==> src/crr_pkg.sv <==
// crr_pkg: opcodes, status codes, command kinds and the structs shared by
// the front end, the back end and the port checker of the result ring.
// No dependencies.
package crr_pkg;

  // field widths fixed by the stream format
  localparam int OP_W     = 3;
  localparam int STATUS_W = 3;
  localparam int DATA_W   = 32;
  localparam int CAP_W    = 7;
  localparam int CNT_W    = 32;

  // packed result word: value, pending, credits, reject total, padding
  localparam int OUT_BITS  = DATA_W + CAP_W + CAP_W + CNT_W;
  localparam int OUT_TDATA = ((OUT_BITS + 7) / 8) * 8;

  // command queue between front and back
  localparam int Q_DEPTH = 2;
  localparam int Q_PTR_W = 1;
  localparam int Q_CNT_W = 2;

  // input opcodes
  localparam logic [OP_W-1:0] OP_RESERVE = 3'd0;
  localparam logic [OP_W-1:0] OP_PUBLISH = 3'd1;
  localparam logic [OP_W-1:0] OP_CANCEL  = 3'd2;
  localparam logic [OP_W-1:0] OP_DRAIN   = 3'd3;
  localparam logic [OP_W-1:0] OP_STOP    = 3'd4;

  // result status codes
  localparam logic [STATUS_W-1:0] ST_OK       = 3'd0;
  localparam logic [STATUS_W-1:0] ST_REJECTED = 3'd1;
  localparam logic [STATUS_W-1:0] ST_NO_RES   = 3'd2;
  localparam logic [STATUS_W-1:0] ST_OVERFLOW = 3'd3;
  localparam logic [STATUS_W-1:0] ST_EMPTY    = 3'd4;

  // decoded command kind
  typedef enum logic [2:0] {
    K_RESERVE,
    K_PUBLISH,
    K_CANCEL,
    K_DRAIN,
    K_STOP,
    K_NOP
  } kind_t;

  typedef struct packed {
    kind_t             kind;
    logic [DATA_W-1:0] payload;
  } cmd_t;

  // queue head as seen by the back end
  typedef struct packed {
    logic valid;
    cmd_t cmd;
  } q_t;

  typedef struct packed {
    logic [STATUS_W-1:0] status;
    logic [DATA_W-1:0]   value;
    logic                last;
    logic [CAP_W-1:0]    pending;
    logic [CAP_W-1:0]    credits;
    logic [CNT_W-1:0]    rejects;
  } result_t;

endpackage

==> src/credit_reserved_result_ring.sv <==
// credit_reserved_result_ring: top level; front end and command queue,
// back end bookkeeping, slot RAM. Uses crr_pkg, crr_front, crr_back, crr_ram.
// An input is held in the command queue, its result in the output register;
//   a drain reads its first slot ahead, then one value per free output cycle.
// Throughput: one item per cycle for reserve, publish, cancel and stop while
//   the output is free; a drain holds the back end until its last value.
// Reset: rst_n synchronous, clears control state; slot RAM is not cleared.
module credit_reserved_result_ring #(
  parameter int RING_DEPTH = 64,
  parameter int VALUE_BITS = 32
) (
  input  logic                           clk,
  input  logic                           rst_n,
  // configuration: ring_capacity
  input  logic                           cfg_we,
  input  logic [crr_pkg::CAP_W-1:0]      cfg_wdata,
  // input stream
  input  logic                           in_tvalid,
  output logic                           in_tready,
  input  logic [crr_pkg::DATA_W-1:0]     in_tdata,  // [31:0] payload
  input  logic [crr_pkg::OP_W-1:0]       in_tuser,  // [2:0] opcode
  // result stream
  output logic                           out_tvalid,
  input  logic                           out_tready,
  // [31:0] drained_value, [38:32] pending_count, [45:39] credits_left,
  // [77:46] reject_total, [79:78] zero
  output logic [crr_pkg::OUT_TDATA-1:0]  out_tdata,
  output logic [crr_pkg::STATUS_W-1:0]   out_tuser, // [2:0] status
  output logic                           out_tlast  // last
);
  import crr_pkg::*;

  localparam int IDX_W      = $clog2(RING_DEPTH);
  localparam int STORE_BITS = (VALUE_BITS < 32) ? VALUE_BITS : 32;

  q_t                    q;
  logic                  q_ready;
  logic                  ram_we;
  logic [IDX_W-1:0]      ram_waddr, ram_raddr;
  logic [STORE_BITS-1:0] ram_wdata, ram_rdata;
  result_t               res;

  crr_front u_front (
    .clk       (clk),
    .rst_n     (rst_n),
    .in_tvalid (in_tvalid),
    .in_tready (in_tready),
    .in_tdata  (in_tdata),
    .in_tuser  (in_tuser),
    .q         (q),
    .q_ready   (q_ready)
  );

  crr_back #(
    .RING_DEPTH (RING_DEPTH),
    .VALUE_BITS (VALUE_BITS)
  ) u_back (
    .clk       (clk),
    .rst_n     (rst_n),
    .cfg_we    (cfg_we),
    .cfg_wdata (cfg_wdata),
    .q         (q),
    .q_ready   (q_ready),
    .ram_we    (ram_we),
    .ram_waddr (ram_waddr),
    .ram_wdata (ram_wdata),
    .ram_raddr (ram_raddr),
    .ram_rdata (ram_rdata),
    .out_valid (out_tvalid),
    .out_ready (out_tready),
    .out       (res)
  );

  crr_ram #(
    .WIDTH (STORE_BITS),
    .DEPTH (RING_DEPTH)
  ) u_slots (
    .clk     (clk),
    .we      (ram_we),
    .waddr   (ram_waddr),
    .wdata   (ram_wdata),
    .raddr   (ram_raddr),
    .rdata_r (ram_rdata)
  );

  // result packing
  assign out_tdata = OUT_TDATA'({res.rejects, res.credits, res.pending, res.value});
  assign out_tuser = res.status;
  assign out_tlast = res.last;

endmodule

==> src/crr_ram.sv <==
// crr_ram: generic single-write, single-read RAM with registered read data.
// Standalone, no package dependency.
module crr_ram #(
  parameter int WIDTH = 32,
  parameter int DEPTH = 64
) (
  input  logic                     clk,
  input  logic                     we,
  input  logic [$clog2(DEPTH)-1:0] waddr,
  input  logic [WIDTH-1:0]         wdata,
  input  logic [$clog2(DEPTH)-1:0] raddr,
  output logic [WIDTH-1:0]         rdata_r
);

  logic [WIDTH-1:0] mem [DEPTH];

  // write port and registered read port
  always_ff @(posedge clk) begin
    if (we) begin
      mem[waddr] <= wdata;
    end
    rdata_r <= mem[raddr];
  end

endmodule

==> src/crr_front.sv <==
// crr_front: accepts input transfers, decodes the opcode into a command kind
// and holds commands in a short queue for the back end. Uses crr_pkg.
module crr_front (
  input  logic                      clk,
  input  logic                      rst_n,
  input  logic                      in_tvalid,
  output logic                      in_tready,
  input  logic [crr_pkg::DATA_W-1:0] in_tdata,
  input  logic [crr_pkg::OP_W-1:0]   in_tuser,
  output crr_pkg::q_t               q,
  input  logic                      q_ready
);
  import crr_pkg::*;

  cmd_t               entry_r [Q_DEPTH];
  logic [Q_PTR_W-1:0] wr_ptr_r, wr_ptr_nxt;
  logic [Q_PTR_W-1:0] rd_ptr_r, rd_ptr_nxt;
  logic [Q_CNT_W-1:0] count_r, count_nxt;
  logic               push, pop;
  cmd_t               cmd_in;

  // opcode decode
  always_comb begin
    cmd_in.payload = in_tdata;
    unique case (in_tuser)
      OP_RESERVE: cmd_in.kind = K_RESERVE;
      OP_PUBLISH: cmd_in.kind = K_PUBLISH;
      OP_CANCEL:  cmd_in.kind = K_CANCEL;
      OP_DRAIN:   cmd_in.kind = K_DRAIN;
      OP_STOP:    cmd_in.kind = K_STOP;
      default:    cmd_in.kind = K_NOP;
    endcase
  end

  // queue control
  assign in_tready = (count_r != Q_CNT_W'(Q_DEPTH));
  assign push      = in_tvalid && in_tready;
  assign q.valid   = (count_r != '0);
  assign q.cmd     = entry_r[rd_ptr_r];
  assign pop       = q.valid && q_ready;

  always_comb begin
    wr_ptr_nxt = wr_ptr_r;
    rd_ptr_nxt = rd_ptr_r;
    count_nxt  = count_r;
    if (push) begin
      wr_ptr_nxt = (wr_ptr_r == Q_PTR_W'(Q_DEPTH - 1)) ? '0 : wr_ptr_r + 1'b1;
    end
    if (pop) begin
      rd_ptr_nxt = (rd_ptr_r == Q_PTR_W'(Q_DEPTH - 1)) ? '0 : rd_ptr_r + 1'b1;
    end
    if (push && !pop) begin
      count_nxt = count_r + 1'b1;
    end else if (pop && !push) begin
      count_nxt = count_r - 1'b1;
    end
  end

  always_ff @(posedge clk) begin
    if (!rst_n) begin
      wr_ptr_r <= '0;
      rd_ptr_r <= '0;
      count_r  <= '0;
    end else begin
      wr_ptr_r <= wr_ptr_nxt;
      rd_ptr_r <= rd_ptr_nxt;
      count_r  <= count_nxt;
    end
  end

  // queue storage
  always_ff @(posedge clk) begin
    if (push) begin
      entry_r[wr_ptr_r] <= cmd_in;
    end
  end

endmodule

==> src/crr_back.sv <==
// crr_back: credit and ring bookkeeping, slot memory control, drain
// sequencing and the result output register. Uses crr_pkg; drives crr_ram.
module crr_back #(
  parameter int RING_DEPTH = 64,
  parameter int VALUE_BITS = 32
) (
  input  logic                          clk,
  input  logic                          rst_n,
  input  logic                          cfg_we,
  input  logic [crr_pkg::CAP_W-1:0]     cfg_wdata,
  input  crr_pkg::q_t                   q,
  output logic                          q_ready,
  output logic                          ram_we,
  output logic [$clog2(RING_DEPTH)-1:0] ram_waddr,
  output logic [((VALUE_BITS < 32) ? VALUE_BITS : 32)-1:0] ram_wdata,
  output logic [$clog2(RING_DEPTH)-1:0] ram_raddr,
  input  logic [((VALUE_BITS < 32) ? VALUE_BITS : 32)-1:0] ram_rdata,
  output logic                          out_valid,
  input  logic                          out_ready,
  output crr_pkg::result_t              out
);
  import crr_pkg::*;

  localparam int IDX_W      = $clog2(RING_DEPTH);
  localparam int STORE_BITS = (VALUE_BITS < 32) ? VALUE_BITS : 32;
  localparam logic [CAP_W-1:0] CAP_MAX = CAP_W'((RING_DEPTH < 64) ? RING_DEPTH : 64);

  // sequencer states
  localparam logic [1:0] S_IDLE = 2'd0;
  localparam logic [1:0] S_RD   = 2'd1;
  localparam logic [1:0] S_POP  = 2'd2;

  logic [1:0]       state_r, state_nxt;
  logic [CAP_W-1:0] cap_r, cap_nxt;
  logic [IDX_W-1:0] head_r, head_nxt;
  logic [IDX_W-1:0] tail_r, tail_nxt;
  logic [IDX_W-1:0] head_inc, tail_inc;
  logic [CAP_W-1:0] pending_r, pending_nxt;
  logic [CAP_W-1:0] credit_r, credit_nxt;
  logic [CAP_W-1:0] open_r, open_nxt;
  logic             accepting_r, accepting_nxt;
  logic [CNT_W-1:0] reject_r, reject_nxt;
  logic             out_valid_r, out_valid_nxt;
  result_t          out_r, out_nxt;
  logic [CAP_W-1:0] cap_wr;
  logic             out_free, take, pop, emit, emit_last;
  logic [STATUS_W-1:0] emit_status;
  logic [DATA_W-1:0]   emit_value;

  // capacity clamp for a register write
  always_comb begin
    if (cfg_wdata == '0) begin
      cap_wr = CAP_W'(1);
    end else if (cfg_wdata > CAP_MAX) begin
      cap_wr = CAP_MAX;
    end else begin
      cap_wr = cfg_wdata;
    end
  end

  // index increments that wrap at the configured capacity
  assign head_inc = ((CAP_W'(head_r) + 1'b1) >= cap_r) ? '0 : head_r + 1'b1;
  assign tail_inc = ((CAP_W'(tail_r) + 1'b1) >= cap_r) ? '0 : tail_r + 1'b1;

  assign out_free = !out_valid_r || out_ready;
  assign q_ready  = (state_r == S_IDLE) && out_free;
  assign take     = q.valid && q_ready;
  assign pop      = (state_r == S_POP) && out_free;

  // slot memory ports
  assign ram_waddr = head_r;
  assign ram_wdata = STORE_BITS'(q.cmd.payload);
  assign ram_raddr = pop ? tail_inc : tail_r;

  // command execution
  always_comb begin
    state_nxt     = state_r;
    cap_nxt       = cap_r;
    head_nxt      = head_r;
    tail_nxt      = tail_r;
    pending_nxt   = pending_r;
    credit_nxt    = credit_r;
    open_nxt      = open_r;
    accepting_nxt = accepting_r;
    reject_nxt    = reject_r;
    ram_we        = 1'b0;
    emit          = 1'b0;
    emit_status   = ST_OK;
    emit_value    = '0;
    emit_last     = 1'b1;

    if (take) begin
      unique case (q.cmd.kind)
        K_RESERVE: begin
          emit = 1'b1;
          if (!accepting_r || credit_r == '0) begin
            emit_status = ST_REJECTED;
            if (reject_r != '1) begin
              reject_nxt = reject_r + 1'b1;
            end
          end else begin
            credit_nxt = credit_r - 1'b1;
            open_nxt   = open_r + 1'b1;
          end
        end
        K_PUBLISH: begin
          emit = 1'b1;
          if (open_r == '0) begin
            emit_status = ST_NO_RES;
          end else if (pending_r >= cap_r) begin
            emit_status = ST_OVERFLOW;
            open_nxt    = open_r - 1'b1;
            if (credit_r < cap_r) begin
              credit_nxt = credit_r + 1'b1;
            end
          end else begin
            open_nxt    = open_r - 1'b1;
            ram_we      = 1'b1;
            head_nxt    = head_inc;
            pending_nxt = pending_r + 1'b1;
          end
        end
        K_CANCEL: begin
          emit = 1'b1;
          if (open_r == '0) begin
            emit_status = ST_NO_RES;
          end else begin
            open_nxt = open_r - 1'b1;
            if (credit_r < cap_r) begin
              credit_nxt = credit_r + 1'b1;
            end
          end
        end
        K_DRAIN: begin
          if (pending_r == '0) begin
            emit        = 1'b1;
            emit_status = ST_EMPTY;
          end else begin
            state_nxt = S_RD;
          end
        end
        K_STOP: begin
          emit          = 1'b1;
          accepting_nxt = 1'b0;
        end
        default: begin
          emit = 1'b1;
        end
      endcase
    end

    // drain sequencer: one read ahead, then one pop per free output cycle
    unique case (state_r)
      S_RD: begin
        state_nxt = S_POP;
      end
      S_POP: begin
        if (pop) begin
          emit        = 1'b1;
          emit_value  = DATA_W'(ram_rdata);
          tail_nxt    = tail_inc;
          pending_nxt = pending_r - 1'b1;
          emit_last   = (pending_r == CAP_W'(1));
          if (credit_r < cap_r) begin
            credit_nxt = credit_r + 1'b1;
          end
          if (pending_r == CAP_W'(1)) begin
            state_nxt = S_IDLE;
          end
        end
      end
      default: begin
      end
    endcase

    // cap write restarts ring; user must write only while idle, unchecked
    if (cfg_we) begin
      cap_nxt     = cap_wr;
      head_nxt    = '0;
      tail_nxt    = '0;
      pending_nxt = '0;
      open_nxt    = '0;
      credit_nxt  = cap_wr;
    end
  end

  // output register
  always_comb begin
    out_valid_nxt = out_valid_r;
    out_nxt       = out_r;
    if (out_ready) begin
      out_valid_nxt = 1'b0;
    end
    if (emit) begin
      out_valid_nxt   = 1'b1;
      out_nxt.status  = emit_status;
      out_nxt.value   = emit_value;
      out_nxt.last    = emit_last;
      out_nxt.pending = pending_nxt;
      out_nxt.credits = credit_nxt;
      out_nxt.rejects = reject_nxt;
    end
  end

  always_ff @(posedge clk) begin
    if (!rst_n) begin
      state_r     <= S_IDLE;
      cap_r       <= CAP_MAX;
      head_r      <= '0;
      tail_r      <= '0;
      pending_r   <= '0;
      credit_r    <= CAP_MAX;
      open_r      <= '0;
      accepting_r <= 1'b1;
      reject_r    <= '0;
      out_valid_r <= 1'b0;
    end else begin
      state_r     <= state_nxt;
      cap_r       <= cap_nxt;
      head_r      <= head_nxt;
      tail_r      <= tail_nxt;
      pending_r   <= pending_nxt;
      credit_r    <= credit_nxt;
      open_r      <= open_nxt;
      accepting_r <= accepting_nxt;
      reject_r    <= reject_nxt;
      out_valid_r <= out_valid_nxt;
    end
  end

  // result payload
  always_ff @(posedge clk) begin
    out_r <= out_nxt;
  end

  assign out_valid = out_valid_r;
  assign out       = out_r;

endmodule

==> config.mk <==
export PLATFORM = sky130hd
export DESIGN_NAME = credit_reserved_result_ring
export DESIGN_NICKNAME = d
export VERILOG_FILES = /design/src/crr_pkg.sv /design/src/credit_reserved_result_ring.sv /design/src/crr_ram.sv /design/src/crr_front.sv /design/src/crr_back.sv
export SDC_FILE = /design/constraint.sdc
export NUM_CORES = 2
export LEC_CHECK = 0
export BUFFER_PORTS_ARGS = -buffer_cell sky130_fd_sc_hd__buf_2
export CAP_MARGIN = 5
export CORE_MARGIN = 3
export CORE_UTILIZATION = 40
export CTS_CLUSTER_DIAMETER = 80
export DETAILED_ROUTE_END_ITERATION = 8
export HOLD_SLACK_MARGIN = 0.12
export PLACE_DENSITY = 0.56
export SLEW_MARGIN = 15
export SYNTH_ARGS = -nofsm -noshare
export SYNTH_HDL_FRONTEND = slang
export SYNTH_SLANG_ARGS = --single-unit
==> constraint.sdc <==
create_clock -name clk -period 4.5 [get_ports clk]
set_input_delay 0.225 -clock clk [delete_from_list [all_inputs] [get_ports clk]]
set_output_delay 0.225 -clock clk [all_outputs]
set_load 0.1 [all_outputs]
-- After elaboration in Yosys (flattened, before gate mapping)
Memory sizes are Yosys's and may differ from the RTL's. A register that Yosys moved wholly into a read port is not among the register bits.
Cells that the tools add are included.
- bits in registers: 162
- latch bits: 0
- memory bits (writable): 2118
- bits in read-only memories: 0
- input port bits: 47
- output and inout bits: 86
- logic and storage cells: 152
- memories: 2
- memories (memory ; depth ; bits a word ; rd ports ; clocked after memory_dff ; wr ports ; line ; RTL):
    u_slots.mem ; 64 ; 32 ; 1 ; 1 ; 1 ; crr_ram.sv:15 ; logic [WIDTH-1:0] mem [DEPTH];
    u_front.entry_r ; 2 ; 35 ; 1 ; 1 ; 1 ; crr_front.sv:15 ; cmd_t entry_r [Q_DEPTH];
- add/subtract/negate cells: 15
- multipliers: 0
- div/mod/pow operators: 0
- $lt $le $gt $ge: 5
- equality and inequality tests: 15
- shift-type cells: 0
- mux-type cells: 64
- bitwise operators: 3
- reduce and logical (&&, ||, !) cells: 29
- operators by type and width (cell ; count):
    two-way mux 7 bit ; 21
    two-way mux 32 bit ; 4
    adder 32 x 1 -> 32 bit, second input constant ; 1
    != test 32 bit, second input constant ; 1
    logical NOT 7 bit ; 4
    adder 7 x 1 -> 7 bit, second input constant ; 3
    >= comparator 7 bit ; 3
    case mux 7 bit (3 select lines) ; 1
    subtractor 7 x 1 -> 7 bit, second input constant ; 3
    two-way mux 1 bit ; 20
    two-way mux 2 bit ; 9
    two-way mux 6 bit ; 3
    case mux 3 bit (5 select lines) ; 1
    adder 6 x 1 -> 7 bit, second input constant ; 2
    case mux 7 bit (2 select lines) ; 1
    adder 6 x 1 -> 6 bit, second input constant ; 2
    equality test 3 x 2 -> 1 bit, second input constant ; 4
    case mux 3 bit (4 select lines) ; 1
    AND reduction 4 bit ; 2
    nonzero test 2 bit ; 4
    equality test 7 x 1 -> 1 bit, second input constant ; 1
    greater-than comparator 7 bit, second input constant ; 1
    < comparator 7 bit ; 1
    equality test 3 x 1 -> 1 bit, second input constant ; 2
    17 further kinds ; 36

-- Logic depth before layout (Yosys ltp)
- depth in word-level cells: 10
- gate-level depth with buffers: 19
- gate-level depth less buffers: 14

-- Modules after synthesis
From an unflattened synthesis, not the netlist that was laid out.
- cell total of the unflattened synthesis: 4253
- area total of the unflattened synthesis: 89457.0 um^2
- by module, submodules not included (module ; times used ; cells each ; area each (um^2) ; seq. area each (um^2)):
    crr_ram ; 1 ; 3324 ; 78512.8 ; 62139.6
    crr_back ; 1 ; 790 ; 8146.6 ; 3983.8
    crr_front ; 1 ; 136 ; 2778.9 ; 2202.1
    credit_reserved_result_ring ; 1 ; 3 ; 18.8 ; 0.0

-- Least setup slack after synthesis
No wires, ideal clock.
- path type: register -> register
- from: register u_back.out_valid_r, in the netlist u_back.out_valid
- to: register u_back.out_r (netlist bit u_back.out[0]), enable pin
- library setup time: 0.806 ns
- arrival: 3.786 ns
- setup slack: -0.093 ns
- cell stages (with the launch flop): 8
- path buffers: 4
- period minus slack after synthesis: 4.593 ns
- path through: dfxtp_1 nand2b_1 nand2_1 clkbuf_1 clkbuf_1 clkbuf_1 clkbuf_1 nand2_1
- cells in the longest elaborated chain, start to end: 7
- RTL lines (element ; line ; RTL):
    from (decl) ; crr_back.sv:43 ; logic out_valid_r, out_valid_nxt;
    from (signal assigned) ; crr_back.sv:227 ; out_valid_r <= out_valid_nxt;
    logical NOT 1 bit (*) ; crr_back.sv:65 ; assign out_free = !out_valid_r || out_ready;
    logical OR 1 bit (*) ; crr_back.sv:65 ;
    logical AND 1 bit ; crr_back.sv:66 ; assign q_ready = (state_r == S_IDLE) && out_free;
    logical AND 1 bit ; crr_back.sv:67 ; assign take = q.valid && q_ready;
    two-way mux 1 bit ; crr_back.sv:92 ; if (take) begin
    two-way mux 1 bit ; crr_back.sv:158 ; if (pop) begin
    two-way mux 1 bit (*) ; crr_back.sv:153 ; unique case (state_r)
    named net u_back.emit ; crr_back.sv:46 ; logic out_free, take, pop, emit, emit_last;
    to (signal assigned) ; crr_back.sv:233 ; out_r <= out_nxt;
    to (decl) ; crr_back.sv:44 ; result_t out_r, out_nxt;
The timed path passes the listed nets; every way through them passes the cells marked *.
A chain may end at the register's enable or synchronous reset.

-- Worst setup path in the final report
- from: register u_back.tail_r[1]
- to: register u_slots.rdata_r[25], read port of u_slots.mem
- cells in the longest elaborated chain, start to end: 4
- RTL lines (element ; line ; RTL):
    from (decl) ; crr_back.sv:36 ; logic [IDX_W-1:0] tail_r, tail_nxt;
    from (signal assigned) ; crr_back.sv:221 ; tail_r <= tail_nxt;
    adder 6 x 1 -> 7 bit ; crr_back.sv:63 ; assign tail_inc = ((CAP_W'(tail_r) + 1'b1) >= cap_r) ? '0 : tail_r + 1'b1;
    >= comparator 7 bit ; crr_back.sv:63 ;
    two-way mux 6 bit ; crr_back.sv:63 ;
    two-way mux 6 bit (*) ; n/a ;
    to (decl) ; crr_ram.sv:12 ; output logic [WIDTH-1:0] rdata_r
Every way passes the cells marked *; elsewhere a longest branch is shown, timed or not.

==> results list <==
- The count of nets left with antenna violations once routing finished came out at 0.
- Ratio of final minimum period to clock period: 0.977
- Setup crit end kind: flip-flop
* Number of failing setup endpoints in the final timing report: 0
- Area share of the largest cell type after synthesis: 0.684
* Pwr Total: 0.0526 W
* Worst Clk Skew: between 0.03 and 0.04 ns
* Number of placed instances with taps included: 10400
- Estimated wirelength of the detail-placed design: 193000 µm
* Total count of max-transition violations in the final report: 0
- In this run the cell area of the synthesized design comes to slightly below 100000 µm².
- Path class of the lowest-slack min-delay path: in -> reg
- GP Congestion: around 0.9
- Effective utilization at floorplan: 0.404
* Fmax: approximately 0.23 GHz
* Number of flops mapped to enable cells by yosys: 2200
- The floorplan has about 180 rows.
- Max VDD drop: 0.000449 V
- Area inside the core boundary: 239000 µm²
- Number of synthesized register bits: around 2300
- Setup repair after global routing left no endpoint under its margin.
* Leakage Power: 40.0 nW
* Final WL: 319000 µm
- Dividing the detail-routed via count by the number of cells gives 5.94.
- Final Non-Filler Cells: 11000
* Worst setup startpoint: u_back.tail_r[1]
- The worst setup path is of the reg -> reg kind.
- Max cap viols: 0
- STA classifies the critical path startpoint as a flip-flop.
- Clock Root Buffer: clkbuf_16
- For this run, the post-layout net count is 7690.
- Launching point of the worst reg2reg path: u_back.tail_r[1]
* Global-route wire length before repair: 454000 µm
- The die covers 247000 µm².
- Global Route Usage Sum: 0.250
- Number of global-route vias before repair: 62800
* Maximum clock insertion buffer count: 3
* Fraction of layout instances using a drive strength above 1: 0.163
- For this run, the number of Yosys warnings is 0.
- Each instance of the synthesized netlist takes up on average 13.6 µm².
- Pin placement for this block handled ~130 I/O pins.
- The initial antenna violation count was 36.
* Primary flip-flop cell chosen by synthesis mapping: edfxtp_1
- Number of levels the H-tree was split into: 4
- Count of fill cells added during filler insertion: 20600
- Worst-margin pin slew: 1.19 ns
* Final Critical Period: 4.40 ns
- Synthesis produced 7095 cells.
* Largest net degree at the start of global routing: 141
- Number of failing hold endpoints at the final stage: 0
- The clock drives 2313 sinks.
- Synth area leaders: edfxtp_1 68%, mux2i_1 4.3%, nand2_1 4.2%
- After clock tree synthesis, the clock-pin slew on the worst setup and hold paths is 0.06 ns.
* 1st-pass router iterations: 6
- Post-synth ARST share: 0
- Highest net fanout along the worst path: 27
- Summing over every cut layer, the via total after detailed routing is ~65000.
* Overflow after GRT: 0
* Critical path required time: between 5 and 6 ns
- Synthesis-to-finish area growth: 18.7%
- Die width: 497 µm
- Skew-Pair Late Insertion Delay: around 0.88 ns
- In the routed design, unresolved DRC markers number 0.
* Height of the chip: 497 µm
- Status: completed
- TritonCTS built the clock tree.
* Layout Utilization: 0.480
- Hold wc startpoint: in_tdata[14]
* Arrival time of data at the critical path endpoint: 5.20 ns
- Chain of cells forming the critical path: ha_2 -> ha_1 -> a211o_1 -> a2111oi_4 -> buf_12 -> a21o_4 -> buf_12 -> buf_16 -> a211oi_1 -> a211oi_1 -> a31oi_1 -> buf_4 -> a22oi_2 -> and4_1
- Counting distinct cell types in the post-synthesis netlist gives 82.
* Number of CTS-inserted buffers: roughly 230
- After detailed routing, the average wire length per cell comes to 29.0 µm.
* DR iter-0 viols: 8004
- Port buffering added 130 buffers.
- Register area share after synthesis: 0.708
- Power spread over the standard cell area amounts to 459 nW/µm².
* Cell type with the highest aggregate area in the netlist: edfxtp_1
- The slowest stage of the critical path is the a22oi_2 cell.
* Remaining max-slew budget at the tightest pin: 0.205
* Delay of the slowest critical-path stage: 0.56 ns
==> registers in the layout, indices dropped and copies added, names as in the netlist, 2 cells and up, named ones only <==
register and flops:
u_back.out 82, u_back.open_r 7, u_slots.mem 2048, u_back.state_r 2, u_back.cap_r 7, u_front.count_r 2
u_back.credit_r 7, u_front.entry_r 70, u_slots.rdata_r 32, u_back.ram_waddr 6, u_back.reject_r 32, u_back.tail_r 6
u_back.pending_r 7
==> where the power goes <==
group	switching (W)	internal, W
clock	0.00847	0.0111
sequential	0.000167	0.0261
combinational	0.00597	0.000820
total	0.0146	0.0380
==> cells by family (layout without fill, tap and decap cells) <==
logic type / after synthesis / in the layout / synth area share
AO/OA/AOI/OAI: 1341 / 1341 / 0.103
XOR/XNOR: 59 / 59 / 0.00535
adder cells (fa/ha/maj): 46 / 46 / 0.00604
buffers and inverters: 655 / 1363 / 0.0271
flip-flops: 2313 / 2313 / 0.708
multiplexers: 448 / 448 / 0.0469
other: 1 / 19 / 0.0000388
AND/OR/NAND/NOR: 2232 / 2232 / 0.104
==> final cells by class <==
| cell class | instances | area (µm²) | area share |
|---|---|---|---|
| sequential | 2313 | 68300 | 0.596 |
| multi-input combinational | 4128 | 26500 | 0.231 |
| timing repair buffer | 801 | 7640 | 0.0666 |
| clock buffer | 289 | 6220 | 0.0542 |
| tap | 3167 | 3960 | 0.0346 |
| clock inverter | 154 | 1460 | 0.0128 |
| inverter | 119 | 448 | 0.00391 |
| antenna | 17 | 42.5 | 0.000371 |
==> synthesized netlist by cell type, drive strengths merged (38+ instances only) <==
library cell,n
nand2,1084
edfxtp,2200
o211ai,98
a31oi,175
nor2,264
and3,47
nor3,81
o22ai,40
mux2i,413
ha,45
and2,43
o221ai,72
a211oi,272
o2bb2ai,59
a221o,54
or3,38
inv,117
a21oi,143
dfxtp,113
a32oi,58
buf,174
nand3,470
nand4,39
clkbuf,362
o21ai,97
==> worst max-delay path, delay by kind of cell, from the launching register on <==
family | cells | cell delay (ns)
adders and majority gates | 2 | 0.78
and+or+nand+nor | 1 | 0.33
DFF | 1 | 0.37
AOI/OAI and AO/OA | 7 | 2.02
buffers and inverters | 4 | 0.79
==> metrics by stage <==
step           area (µm²)  hold WS, ns  worst slack [ns]  setup TNS, ns
2_1_floorplan       96600        0.324             0.175              0
6_report           115000        0.213             0.103              0
4_1_cts            114000        0.131           -0.0424        -0.0424
5_1_grt            115000        0.168            0.0140              0
3_5_place_dp       106000        0.419            -0.802          -8.52
3_3_place_gp       106000        0.416             -1.08          -9.73
==> path summary, 6_finish.rpt <==
check,cells past startpoint,end,slack [ns]
hold reg to reg,2,u_back.cap_r[4],0.47
setup / recovery,14,u_slots.rdata_r[25],0.10
setup reg to reg,14,u_slots.rdata_r[25],0.10
hold / removal,2,u_front.entry_r[0][14],0.21
==> per-layer routing <==
metal,global-route usage,share of wire,vias to the layer above
met5,0,0.00036,-
li1,-,-,28400
met3,0.0473,0.085,602
met1,0.341,0.41,33200
met2,0.391,0.46,3036
met4,0.110,0.047,16
==> cell usage in the layout, fill, tap and decap left out, types with 108 or more instances in the layout <==
| cell type | netlist | routed |
|---|---|---|
| a211oi_1 | 272 | 270 |
| a21oi_1 | 141 | 140 |
| a31oi_1 | 174 | 171 |
| buf_12 | 0 | 128 |
| buf_2 | 111 | 130 |
| buf_4 | 4 | 446 |
| clkbuf_16 | 0 | 241 |
| dfxtp_1 | 113 | 108 |
| edfxtp_1 | 2200 | 2200 |
| inv_1 | 117 | 117 |
| mux2i_1 | 413 | 413 |
| nand2_1 | 1084 | 1076 |
| nand3_1 | 469 | 468 |
| nor2_1 | 264 | 193 |
==> timing repair <==
item                                    4_1_cts  5_1_grt
setup buffers                                 0        4
pin swaps                                     7        4
endpoints found under the setup margin       23       22
resized for setup                            30       12
endpoints found under the hold margin       174        0
hold buffers                                 84        0
gates cloned                                  0        3
No activity file was read; power rests on OpenSTA's default activity.
